--- src/rtl/clr_pkg.sv ---
`timescale 1ns / 1ps
`default_nettype none

package clr_pkg;

  // Fixed field widths
  localparam int unsigned COORD_IN_W = 16;
  localparam int unsigned LIMIT_W    = 13;
  localparam int unsigned PITCH_W    = 16;
  localparam int unsigned BPP_W      = 4;
  localparam int unsigned COLOR_W    = 32;
  localparam int unsigned OUT_XY_W   = 12;
  localparam int unsigned OFFSET_W   = 28;
  localparam int unsigned CFG_IDX_W  = 3;
  localparam int unsigned CFG_DATA_W = 16;

  // Clamp arithmetic is done signed at this width (covers 2^16 and a 16-bit signed coordinate)
  localparam int unsigned CLAMP_W    = 18;

  // Request codes
  localparam logic REQ_LOAD = 1'b0;
  localparam logic REQ_STEP = 1'b1;

  // Register reset values
  localparam logic [LIMIT_W-1:0] FRAME_WIDTH_RST  = 13'd1024;
  localparam logic [LIMIT_W-1:0] FRAME_HEIGHT_RST = 13'd768;
  localparam logic [PITCH_W-1:0] ROW_PITCH_RST    = 16'd4096;
  localparam logic [BPP_W-1:0]   BPP_RST          = 4'd4;

  // Register indexes
  typedef enum logic [CFG_IDX_W-1:0] {
    REG_FRAME_WIDTH     = 3'd0,
    REG_FRAME_HEIGHT    = 3'd1,
    REG_ROW_PITCH_BYTES = 3'd2,
    REG_BYTES_PER_PIXEL = 3'd3
  } clr_reg_e;

  typedef struct packed {
    logic                         req_type;
    logic signed [COORD_IN_W-1:0] start_x;
    logic signed [COORD_IN_W-1:0] start_y;
    logic signed [COORD_IN_W-1:0] end_x;
    logic signed [COORD_IN_W-1:0] end_y;
    logic [COLOR_W-1:0]           color_in;
  } clr_in_t;

  typedef struct packed {
    logic                pixel_valid;
    logic [OUT_XY_W-1:0] pixel_x;
    logic [OUT_XY_W-1:0] pixel_y;
    logic [OFFSET_W-1:0] byte_offset;
    logic [COLOR_W-1:0]  pixel_color;
    logic                last_pixel;
  } clr_out_t;

endpackage

`default_nettype wire

--- src/rtl/clr_step.sv ---
`timescale 1ns / 1ps
`default_nettype none

module clr_step import clr_pkg::*; #(
  parameter int unsigned COORD_BITS = 12
) (
  input  wire logic                  clk,
  input  wire logic                  rst_n,
  input  wire logic                  adv,
  input  wire clr_in_t               req,
  input  wire logic [LIMIT_W-1:0]    frame_width,
  input  wire logic [LIMIT_W-1:0]    frame_height,
  output logic                       pix_valid,
  output logic [COORD_BITS-1:0]      pix_x,
  output logic [COORD_BITS-1:0]      pix_y,
  output logic [COLOR_W-1:0]         pix_color,
  output logic                       pix_last
);

  localparam int unsigned CW = COORD_BITS;
  localparam int unsigned ERR_W = COORD_BITS + 2;
  localparam int unsigned CMP_W = COORD_BITS + 3;
  localparam logic signed [CLAMP_W-1:0] SPAN = CLAMP_W'(1) << COORD_BITS;

  // Clamp one signed coordinate into [0, limit-1], limit held to [1, 2^COORD_BITS]
  function automatic logic [CW-1:0] clamp_coord(input logic signed [COORD_IN_W-1:0] c,
                                                 input logic [LIMIT_W-1:0] lim_reg);
    logic signed [CLAMP_W-1:0] lim;
    logic signed [CLAMP_W-1:0] cw;
    logic signed [CLAMP_W-1:0] res;
    lim = $signed({{(CLAMP_W-LIMIT_W){1'b0}}, lim_reg});
    if (lim < CLAMP_W'(1)) begin
      lim = CLAMP_W'(1);
    end
    if (lim > SPAN) begin
      lim = SPAN;
    end
    cw = {{(CLAMP_W-COORD_IN_W){c[COORD_IN_W-1]}}, c};
    if (cw < 0) begin
      res = '0;
    end else if (cw >= lim) begin
      res = lim - CLAMP_W'(1);
    end else begin
      res = cw;
    end
    return res[CW-1:0];
  endfunction

  logic [CW-1:0]           cur_x_r, cur_y_r, tgt_x_r, tgt_y_r, dx_r, dy_r;
  logic [CW-1:0]           cur_x_nxt, cur_y_nxt, tgt_x_nxt, tgt_y_nxt, dx_nxt, dy_nxt;
  logic                    left_r, up_r, left_nxt, up_nxt;
  logic signed [ERR_W-1:0] err_r, err_nxt;
  logic [COLOR_W-1:0]      color_r, color_nxt;
  logic                    active_r;
  logic                    last_w;

  logic signed [CMP_W-1:0] err_w, twice, dx_s, dy_s, err_upd;

  // Work out the next pixel and line state for the item at the head
  always_comb begin
    cur_x_nxt = cur_x_r;
    cur_y_nxt = cur_y_r;
    tgt_x_nxt = tgt_x_r;
    tgt_y_nxt = tgt_y_r;
    dx_nxt    = dx_r;
    dy_nxt    = dy_r;
    left_nxt  = left_r;
    up_nxt    = up_r;
    err_nxt   = err_r;
    color_nxt = color_r;
    err_w     = {err_r[ERR_W-1], err_r};
    twice     = err_w <<< 1;
    dx_s      = $signed({3'b000, dx_r});
    dy_s      = $signed({3'b000, dy_r});
    err_upd   = err_w;
    if (req.req_type == REQ_LOAD) begin
      cur_x_nxt = clamp_coord(req.start_x, frame_width);
      cur_y_nxt = clamp_coord(req.start_y, frame_height);
      tgt_x_nxt = clamp_coord(req.end_x, frame_width);
      tgt_y_nxt = clamp_coord(req.end_y, frame_height);
      color_nxt = req.color_in;
      left_nxt  = !(cur_x_nxt < tgt_x_nxt);
      up_nxt    = !(cur_y_nxt < tgt_y_nxt);
      dx_nxt    = left_nxt ? (cur_x_nxt - tgt_x_nxt) : (tgt_x_nxt - cur_x_nxt);
      dy_nxt    = up_nxt ? (cur_y_nxt - tgt_y_nxt) : (tgt_y_nxt - cur_y_nxt);
      err_nxt   = $signed({2'b00, dx_nxt}) - $signed({2'b00, dy_nxt});
    end else if (active_r) begin
      // Advance one Bresenham step
      if (twice > -dy_s) begin
        err_upd   = err_upd - dy_s;
        cur_x_nxt = left_r ? (cur_x_r - CW'(1)) : (cur_x_r + CW'(1));
      end
      if (twice < dx_s) begin
        err_upd   = err_upd + dx_s;
        cur_y_nxt = up_r ? (cur_y_r - CW'(1)) : (cur_y_r + CW'(1));
      end
      err_nxt = err_upd[ERR_W-1:0];
    end
  end

  assign last_w    = (cur_x_nxt == tgt_x_nxt) && (cur_y_nxt == tgt_y_nxt);
  assign pix_valid = (req.req_type == REQ_LOAD) || active_r;
  assign pix_x     = pix_valid ? cur_x_nxt : '0;
  assign pix_y     = pix_valid ? cur_y_nxt : '0;
  assign pix_color = pix_valid ? color_nxt : '0;
  assign pix_last  = pix_valid && last_w;

  // Commit line state when the item moves on; a step with no line leaves it alone
  always_ff @(posedge clk) begin
    if (!rst_n) begin
      cur_x_r  <= '0;
      cur_y_r  <= '0;
      tgt_x_r  <= '0;
      tgt_y_r  <= '0;
      dx_r     <= '0;
      dy_r     <= '0;
      left_r   <= 1'b0;
      up_r     <= 1'b0;
      err_r    <= '0;
      color_r  <= '0;
      active_r <= 1'b0;
    end else if (adv && pix_valid) begin
      cur_x_r  <= cur_x_nxt;
      cur_y_r  <= cur_y_nxt;
      tgt_x_r  <= tgt_x_nxt;
      tgt_y_r  <= tgt_y_nxt;
      dx_r     <= dx_nxt;
      dy_r     <= dy_nxt;
      left_r   <= left_nxt;
      up_r     <= up_nxt;
      err_r    <= err_nxt;
      color_r  <= color_nxt;
      active_r <= !last_w;
    end
  end

endmodule

`default_nettype wire

--- src/rtl/clr_offset.sv ---
`timescale 1ns / 1ps
`default_nettype none

module clr_offset import clr_pkg::*; #(
  parameter int unsigned COORD_BITS = 12
) (
  input  wire logic [COORD_BITS-1:0] pix_x,
  input  wire logic [COORD_BITS-1:0] pix_y,
  input  wire logic [PITCH_W-1:0]    row_pitch,
  input  wire logic [BPP_W-1:0]      bpp,
  output logic [OFFSET_W-1:0]        byte_offset
);

  localparam int unsigned FULL_W = COORD_BITS + PITCH_W + 1;

  logic [COORD_BITS+PITCH_W-1:0] row_part;
  logic [COORD_BITS+BPP_W-1:0]   col_part;
  logic [FULL_W-1:0]             full;
  logic [FULL_W+OFFSET_W-1:0]    full_ext;

  // y * pitch + x * bytes per pixel, wrapped to the offset width
  assign row_part    = pix_y * row_pitch;
  assign col_part    = pix_x * bpp;
  assign full        = FULL_W'(row_part) + FULL_W'(col_part);
  assign full_ext    = {{OFFSET_W{1'b0}}, full};
  assign byte_offset = full_ext[OFFSET_W-1:0];

endmodule

`default_nettype wire

--- src/rtl/clamped_line_rasterizer.sv ---
`timescale 1ns / 1ps
`default_nettype none

// Bresenham line rasterizer with endpoint clamping. A load beat clamps both
// endpoints into the frame and returns the first pixel; each step beat returns
// the next pixel, and a step with no active line returns a beat with
// pixel_valid low. One result beat per input beat, one beat per clock
// sustained while out_ready is high; each beat passes the input, pixel and
// result registers. The rate is set by the error-term update in the step
// unit, whose line state feeds back into the next beat.
module clamped_line_rasterizer import clr_pkg::*; #(
  parameter int unsigned COORD_BITS = 12
) (
  input  wire logic                  clk,
  input  wire logic                  rst_n,
  input  wire logic                  in_valid,
  output logic                       in_ready,
  input  wire clr_in_t               in_data,
  output logic                       out_valid,
  input  wire logic                  out_ready,
  output clr_out_t                   out_data,
  input  wire logic                  cfg_wr_en,
  input  wire logic [CFG_IDX_W-1:0]  cfg_index,
  input  wire logic [CFG_DATA_W-1:0] cfg_wdata
);

  logic [LIMIT_W-1:0] frame_width_r, frame_height_r;
  logic [PITCH_W-1:0] row_pitch_r;
  logic [BPP_W-1:0]   bpp_r;

  // Configuration writes
  always_ff @(posedge clk) begin
    if (!rst_n) begin
      frame_width_r  <= FRAME_WIDTH_RST;
      frame_height_r <= FRAME_HEIGHT_RST;
      row_pitch_r    <= ROW_PITCH_RST;
      bpp_r          <= BPP_RST;
    end else if (cfg_wr_en) begin
      unique case (cfg_index)
        REG_FRAME_WIDTH:     frame_width_r  <= cfg_wdata[LIMIT_W-1:0];
        REG_FRAME_HEIGHT:    frame_height_r <= cfg_wdata[LIMIT_W-1:0];
        REG_ROW_PITCH_BYTES: row_pitch_r    <= cfg_wdata[PITCH_W-1:0];
        REG_BYTES_PER_PIXEL: bpp_r          <= cfg_wdata[BPP_W-1:0];
        default: ;
      endcase
    end
  end

  logic      s0_valid_r;
  clr_in_t   s0_data_r;
  logic      s1_valid_r;
  logic      s1_pix_valid_r;
  logic [COORD_BITS-1:0] s1_x_r, s1_y_r;
  logic [COLOR_W-1:0]    s1_color_r;
  logic      s1_last_r;
  logic      out_valid_r;
  clr_out_t  out_data_r;

  logic      adv0, adv1;
  logic      pix_valid, pix_last;
  logic [COORD_BITS-1:0] pix_x, pix_y;
  logic [COLOR_W-1:0]    pix_color;
  logic [OFFSET_W-1:0]   byte_offset;
  logic [COORD_BITS+OUT_XY_W-1:0] x_ext, y_ext;

  // Stage handshakes
  assign adv1     = s1_valid_r && (!out_valid_r || out_ready);
  assign adv0     = s0_valid_r && (!s1_valid_r || adv1);
  assign in_ready = !s0_valid_r || adv0;

  // Input register
  always_ff @(posedge clk) begin
    if (!rst_n) begin
      s0_valid_r <= 1'b0;
    end else if (in_ready) begin
      s0_valid_r <= in_valid;
    end
  end

  always_ff @(posedge clk) begin
    if (in_ready && in_valid) begin
      s0_data_r <= in_data;
    end
  end

  clr_step #(
    .COORD_BITS (COORD_BITS)
  ) u_step (
    .clk          (clk),
    .rst_n        (rst_n),
    .adv          (adv0),
    .req          (s0_data_r),
    .frame_width  (frame_width_r),
    .frame_height (frame_height_r),
    .pix_valid    (pix_valid),
    .pix_x        (pix_x),
    .pix_y        (pix_y),
    .pix_color    (pix_color),
    .pix_last     (pix_last)
  );

  // Pixel register
  always_ff @(posedge clk) begin
    if (!rst_n) begin
      s1_valid_r <= 1'b0;
    end else if (!s1_valid_r || adv1) begin
      s1_valid_r <= adv0;
    end
  end

  always_ff @(posedge clk) begin
    if (adv0) begin
      s1_pix_valid_r <= pix_valid;
      s1_x_r         <= pix_x;
      s1_y_r         <= pix_y;
      s1_color_r     <= pix_color;
      s1_last_r      <= pix_last;
    end
  end

  clr_offset #(
    .COORD_BITS (COORD_BITS)
  ) u_offset (
    .pix_x       (s1_x_r),
    .pix_y       (s1_y_r),
    .row_pitch   (row_pitch_r),
    .bpp         (bpp_r),
    .byte_offset (byte_offset)
  );

  assign x_ext = {{OUT_XY_W{1'b0}}, s1_x_r};
  assign y_ext = {{OUT_XY_W{1'b0}}, s1_y_r};

  // Result register
  always_ff @(posedge clk) begin
    if (!rst_n) begin
      out_valid_r <= 1'b0;
    end else if (!out_valid_r || out_ready) begin
      out_valid_r <= s1_valid_r;
    end
  end

  always_ff @(posedge clk) begin
    if (adv1) begin
      out_data_r.pixel_valid <= s1_pix_valid_r;
      out_data_r.pixel_x     <= x_ext[OUT_XY_W-1:0];
      out_data_r.pixel_y     <= y_ext[OUT_XY_W-1:0];
      out_data_r.byte_offset <= byte_offset;
      out_data_r.pixel_color <= s1_color_r;
      out_data_r.last_pixel  <= s1_last_r;
    end
  end

  assign out_valid = out_valid_r;
  assign out_data  = out_data_r;

endmodule

`default_nettype wire
--- config.mk ---
export PLATFORM = sky130hd
export DESIGN_NAME = clamped_line_rasterizer
export DESIGN_NICKNAME = d
export VERILOG_FILES = /design/src/rtl/clr_pkg.sv /design/src/rtl/clr_step.sv /design/src/rtl/clr_offset.sv /design/src/rtl/clamped_line_rasterizer.sv
export SDC_FILE = /design/constraint.sdc
export NUM_CORES = 2
export LEC_CHECK = 0
export BUFFER_PORTS_ARGS = -buffer_cell sky130_fd_sc_hd__buf_2
export CAP_MARGIN = 10
export CORE_ASPECT_RATIO = 0.7
export CORE_MARGIN = 2
export CORE_UTILIZATION = 63
export CTS_CLUSTER_DIAMETER = 200
export DETAILED_ROUTE_END_ITERATION = 10
export PLACE_DENSITY = 0.94
export SYNTH_ARGS = -nofsm -noshare
export SYNTH_HDL_FRONTEND = slang
export SYNTH_SLANG_ARGS = --single-unit
--- constraint.sdc ---
create_clock -name clk -period 10.7 [get_ports clk]
set_clock_uncertainty 0.05 [all_clocks]
set_input_delay 2.14 -clock clk [delete_from_list [all_inputs] [get_ports clk]]
set_output_delay 2.14 -clock clk [all_outputs]
set_load 0.005 [all_outputs]
==> reports/qor.csv <==
stage,metric,value,unit
setup_path,cp-end-kind,flip-flop,
sta,fmax,0.1129,GHz
setup_path,cp_max_fo,19,
placed_design,placedInstanceArea,0.03295,sq mm
floorplanning,die_x,270.7,um
clock_network,clkLatencyLatePin,0.61,ns
sta,rsz0062_at_grt,no,
clock_network,cts_tree,done,
clock_network,root_buffer,clkbuf_16,
clock_network,path_clk_slew,0.07,ns
placed_design,pre_cts_slack,2.152,ns
setup_path,r2r_start,frame_height_r[6],
placed_design,dpl.hpwl,61.60,mm
global_route,grt_use_total,0.3191,
logic_synthesis,synthArstFlopShare,0,
setup_path,cp-startpoint,frame_height_r[6],
logic_synthesis,ys_ff_latch,411,
clock_network,post-cts-setup-buffers,0,
layout,final_area,0.03440,sq mm
power,leakagePower,0.01518,uW
layout,syn_to_final_growth,9.617,%
clock_network,numCtsBuffers,42,
sta,setup_slack,1.844,ns
worst_hold_path,hold_path.class,reg -> reg,
sta,fin_crit,8.856,ns
logic_synthesis,synth_cells,3353,
routing,dr.pass1.iters,6,
layout,seqCellArea,0.01064,sq mm
layout,finalNetCount,4089,
routing,vias,25090,
power,vdd.ir_drop.worst,135.0,uV
logic_synthesis,yosys_warnings,0,
clock_network,htree_levels,2,
routing,wire_per_inst,19.58,um
power,power_density,163.9,mW/mm^2
layout,multiInputGateArea,0.01883,sq mm
floorplanning,placementRows,68,
sta,slew_viol_final,0,
routing,ant_nets,0,
sta,period_share,0.8277,
setup_path,cp.required,11.19,ns
logic_synthesis,synth_ff_type,edfxtp_1,
sta,hold_violations,0,
sta,fin_tns_setup,0,ns
floorplanning,dieArea,0.05164,sq mm
clock_network,hold_buffers,0,
worst_hold_path,hold_start,s1_color_r[19],
layout,fin_cells,4193,
global_route,grt_overflow_total,0,
global_route,grt_pass1_vias,24780,
logic_synthesis,synth_nets,3951,
setup_path,arrival,9.34,ns
floorplanning,initial_utilization,0.6370,
routing,wl,82.11,mm
sta,setup_viol,0,
floorplanning,die_h,190.7,um
logic_synthesis,ys_seq_area_frac,0.3391,
logic_synthesis,synth_cell_types,91,
routing,drt_iter0_drc,2541,
global_route,grt_pass1_wl,130.8,mm
clock_network,clk_path_buf_depth,3,
layout,drive_gt1_frac,0.1021,
floorplanning,core_area,0.04926,sq mm
global_route,antenna_found_initial,3,
clock_network,clock_sinks,411,
clock_network,cts.repair.resized,0,
placed_design,dpl.cell_count,4112,
routing,drc_errors,0,
routing,viasPerCell,5.984,
setup_path,crit_type,reg -> reg,
sta,max-slew-margin-rel,0.2101,
setup_path,crit_path_start_kind,flip-flop,
run,maxCapViolations,0,
outcome,outcome,completed,
logic_synthesis,syn_area_per_cell,9.358,sq um
global_route,grt_max_degree,116,
layout,fillCellCount,3510,
floorplanning,num_io_pins,209,
logic_synthesis,synth_area,0.03138,sq mm
sta,worst_pin_slew,1.185,ns
placed_design,port-buffer-count,208,
logic_synthesis,synth_edf_count,241,
placed_design,place_congestion,0.9768,
[final cells by class]
type                       count  share of cell area
antenna                        3           0.0002183
timing repair buffer         230             0.03514
inverter                     384             0.04190
sequential                   411              0.3093
multi-input combinational   2422              0.5475
clock inverter                28            0.009749
clock buffer                  50             0.03201
tap                          665             0.02419
[synth_stat cells (6+ instances only)]
| library cell | instances | area share |
|---|---|---|
| nand2_1 | 534 | 0.064 |
| inv_1 | 382 | 0.046 |
| ha_1 | 282 | 0.11 |
| edfxtp_1 | 241 | 0.23 |
| fa_1 | 195 | 0.12 |
| dfxtp_1 | 170 | 0.11 |
| nor2_1 | 167 | 0.020 |
| a21oi_1 | 143 | 0.023 |
| and2_1 | 142 | 0.028 |
| o21ai_0 | 141 | 0.022 |
| clkbuf_1 | 125 | 0.015 |
| a21boi_0 | 109 | 0.026 |
| xnor2_1 | 97 | 0.027 |
| nand3_1 | 69 | 0.011 |
| mux2i_1 | 53 | 0.017 |
| nor3_1 | 39 | 0.0062 |
| a21o_1 | 37 | 0.0089 |
| xor2_1 | 32 | 0.0089 |
| o21a_1 | 28 | 0.0067 |
| o21bai_1 | 28 | 0.0067 |
| nor2b_1 | 24 | 0.0048 |
| o211a_1 | 20 | 0.0064 |
| mux2_2 | 18 | 0.0065 |
| o211ai_1 | 18 | 0.0043 |
| or3_1 | 18 | 0.0036 |
| a211oi_1 | 16 | 0.0038 |
| a31oi_1 | 16 | 0.0032 |
| o31ai_1 | 15 | 0.0036 |
| nand2b_1 | 13 | 0.0026 |
| or2_2 | 13 | 0.0026 |
| nand4_1 | 12 | 0.0024 |
| buf_1 | 11 | 0.0013 |
| nor4_1 | 10 | 0.0020 |
| and3_1 | 7 | 0.0014 |
| a211o_1 | 6 | 0.0017 |
| a22oi_1 | 6 | 0.0014 |
| a311oi_1 | 6 | 0.0017 |
[layer usage]
metal,track usage,vias up,part of all wire
li1,-,11630,-
met1,0.4483,11970,0.43
met2,0.4766,1308,0.43
met3,0.08965,182,0.12
met4,0.1075,0,0.031
met5,0,-,0
[kinds of logic (layout without fill, tap and decap cells)]
group	after synthesis	in the layout	synth area share
buffers and inverters	520	692	0.06220
XOR/XNOR	129	129	0.03601
multiplexers	72	72	0.02408
other	0	3	0
adder cells (fa/ha/maj)	478	478	0.2372
flip-flops	411	411	0.3391
AND/OR/NAND/NOR	1081	1081	0.1584
AO/OA/AOI/OAI	662	662	0.1430
[registers in the layout, indices dropped and copies added (netlist names), 4 cells and up]
register / cells
bpp_r: 4
u_step.tgt_x_r: 12
s1_y_r: 12
u_step.err_r: 14
frame_width_r: 13
u_step.tgt_y_r: 12
s0_data_r: 97
u_step.cur_x_r: 12
u_step.dy_r: 12
s1_x_r: 12
u_step.color_r: 32
u_step.dx_r: 12
s1_color_r: 32
u_step.cur_y_r: 12
frame_height_r: 13
row_pitch_r: 16
out_data: 86
[placed cells by master (no fill, tap or decap), types with 53 or more instances in the layout]
cell	count
o21ai_0	141
fa_1	195
nor2_1	166
dfxtp_1	170
a21boi_0	109
and2_1	142
xnor2_1	97
ha_1	282
inv_1	382
edfxtp_1	241
nand3_1	69
mux2i_1	53
a21oi_1	143
buf_2	207
nand2_1	533
[per-stage QoR]
| stage | util | hold slack [ns] | power [uW] |
|---|---|---|---|
| after floorplan | - | 0.3503 | 3514 |
| after global placement | 0.6689 | 0.3506 | 3964 |
| after detailed placement | 0.6689 | 0.3545 | 4037 |
| after CTS | 0.6981 | 0.3696 | 5598 |
| after global routing | 0.6982 | 0.3781 | 5946 |
| final | 0.6982 | 0.3684 | 5638 |
[path summary, 6_finish.rpt]
path | endpoint | slack, ns | cells past startpoint
worst min-delay path | out_data[20] | 0.37 | 0
worst max-delay path | u_step.err_r[13] | 1.84 | 27
worst min register to register | out_data[20] | 0.37 | 0
worst max register to register | u_step.err_r[13] | 1.84 | 27
[worst max-delay path, cell delays in order (launching register included)]
cell and delay [ns]:
dfxtp_1 0.37, nor4_1 0.56, nand2b_1 0.17, nor2_1 0.21, a21oi_1 0.10, nor2_1 0.24
ha_1 0.29, nor2b_1 0.11, o21ai_1 0.14, a2111oi_4 0.56, nor2_2 0.27, a311oi_1 0.78
inv_1 0.13, ha_1 0.45, nand4_1 0.20, o31ai_4 0.89, mux2_2 0.41, a21oi_1 0.19
nand2_1 0.09, xnor2_1 0.28, ha_1 0.35, and2_1 0.21, or3_1 0.33, a2111o_1 0.39
a211o_1 0.30, a31o_1 0.23, a31oi_1 0.27, o221a_1 0.23
[power by group]
group          switching [uW]  internal, uW  total [uW]
clock                     674           872        1550
sequential                108          1780        1890
combinational            1310           890        2200
No activity file was read; power rests on OpenSTA's default activity.
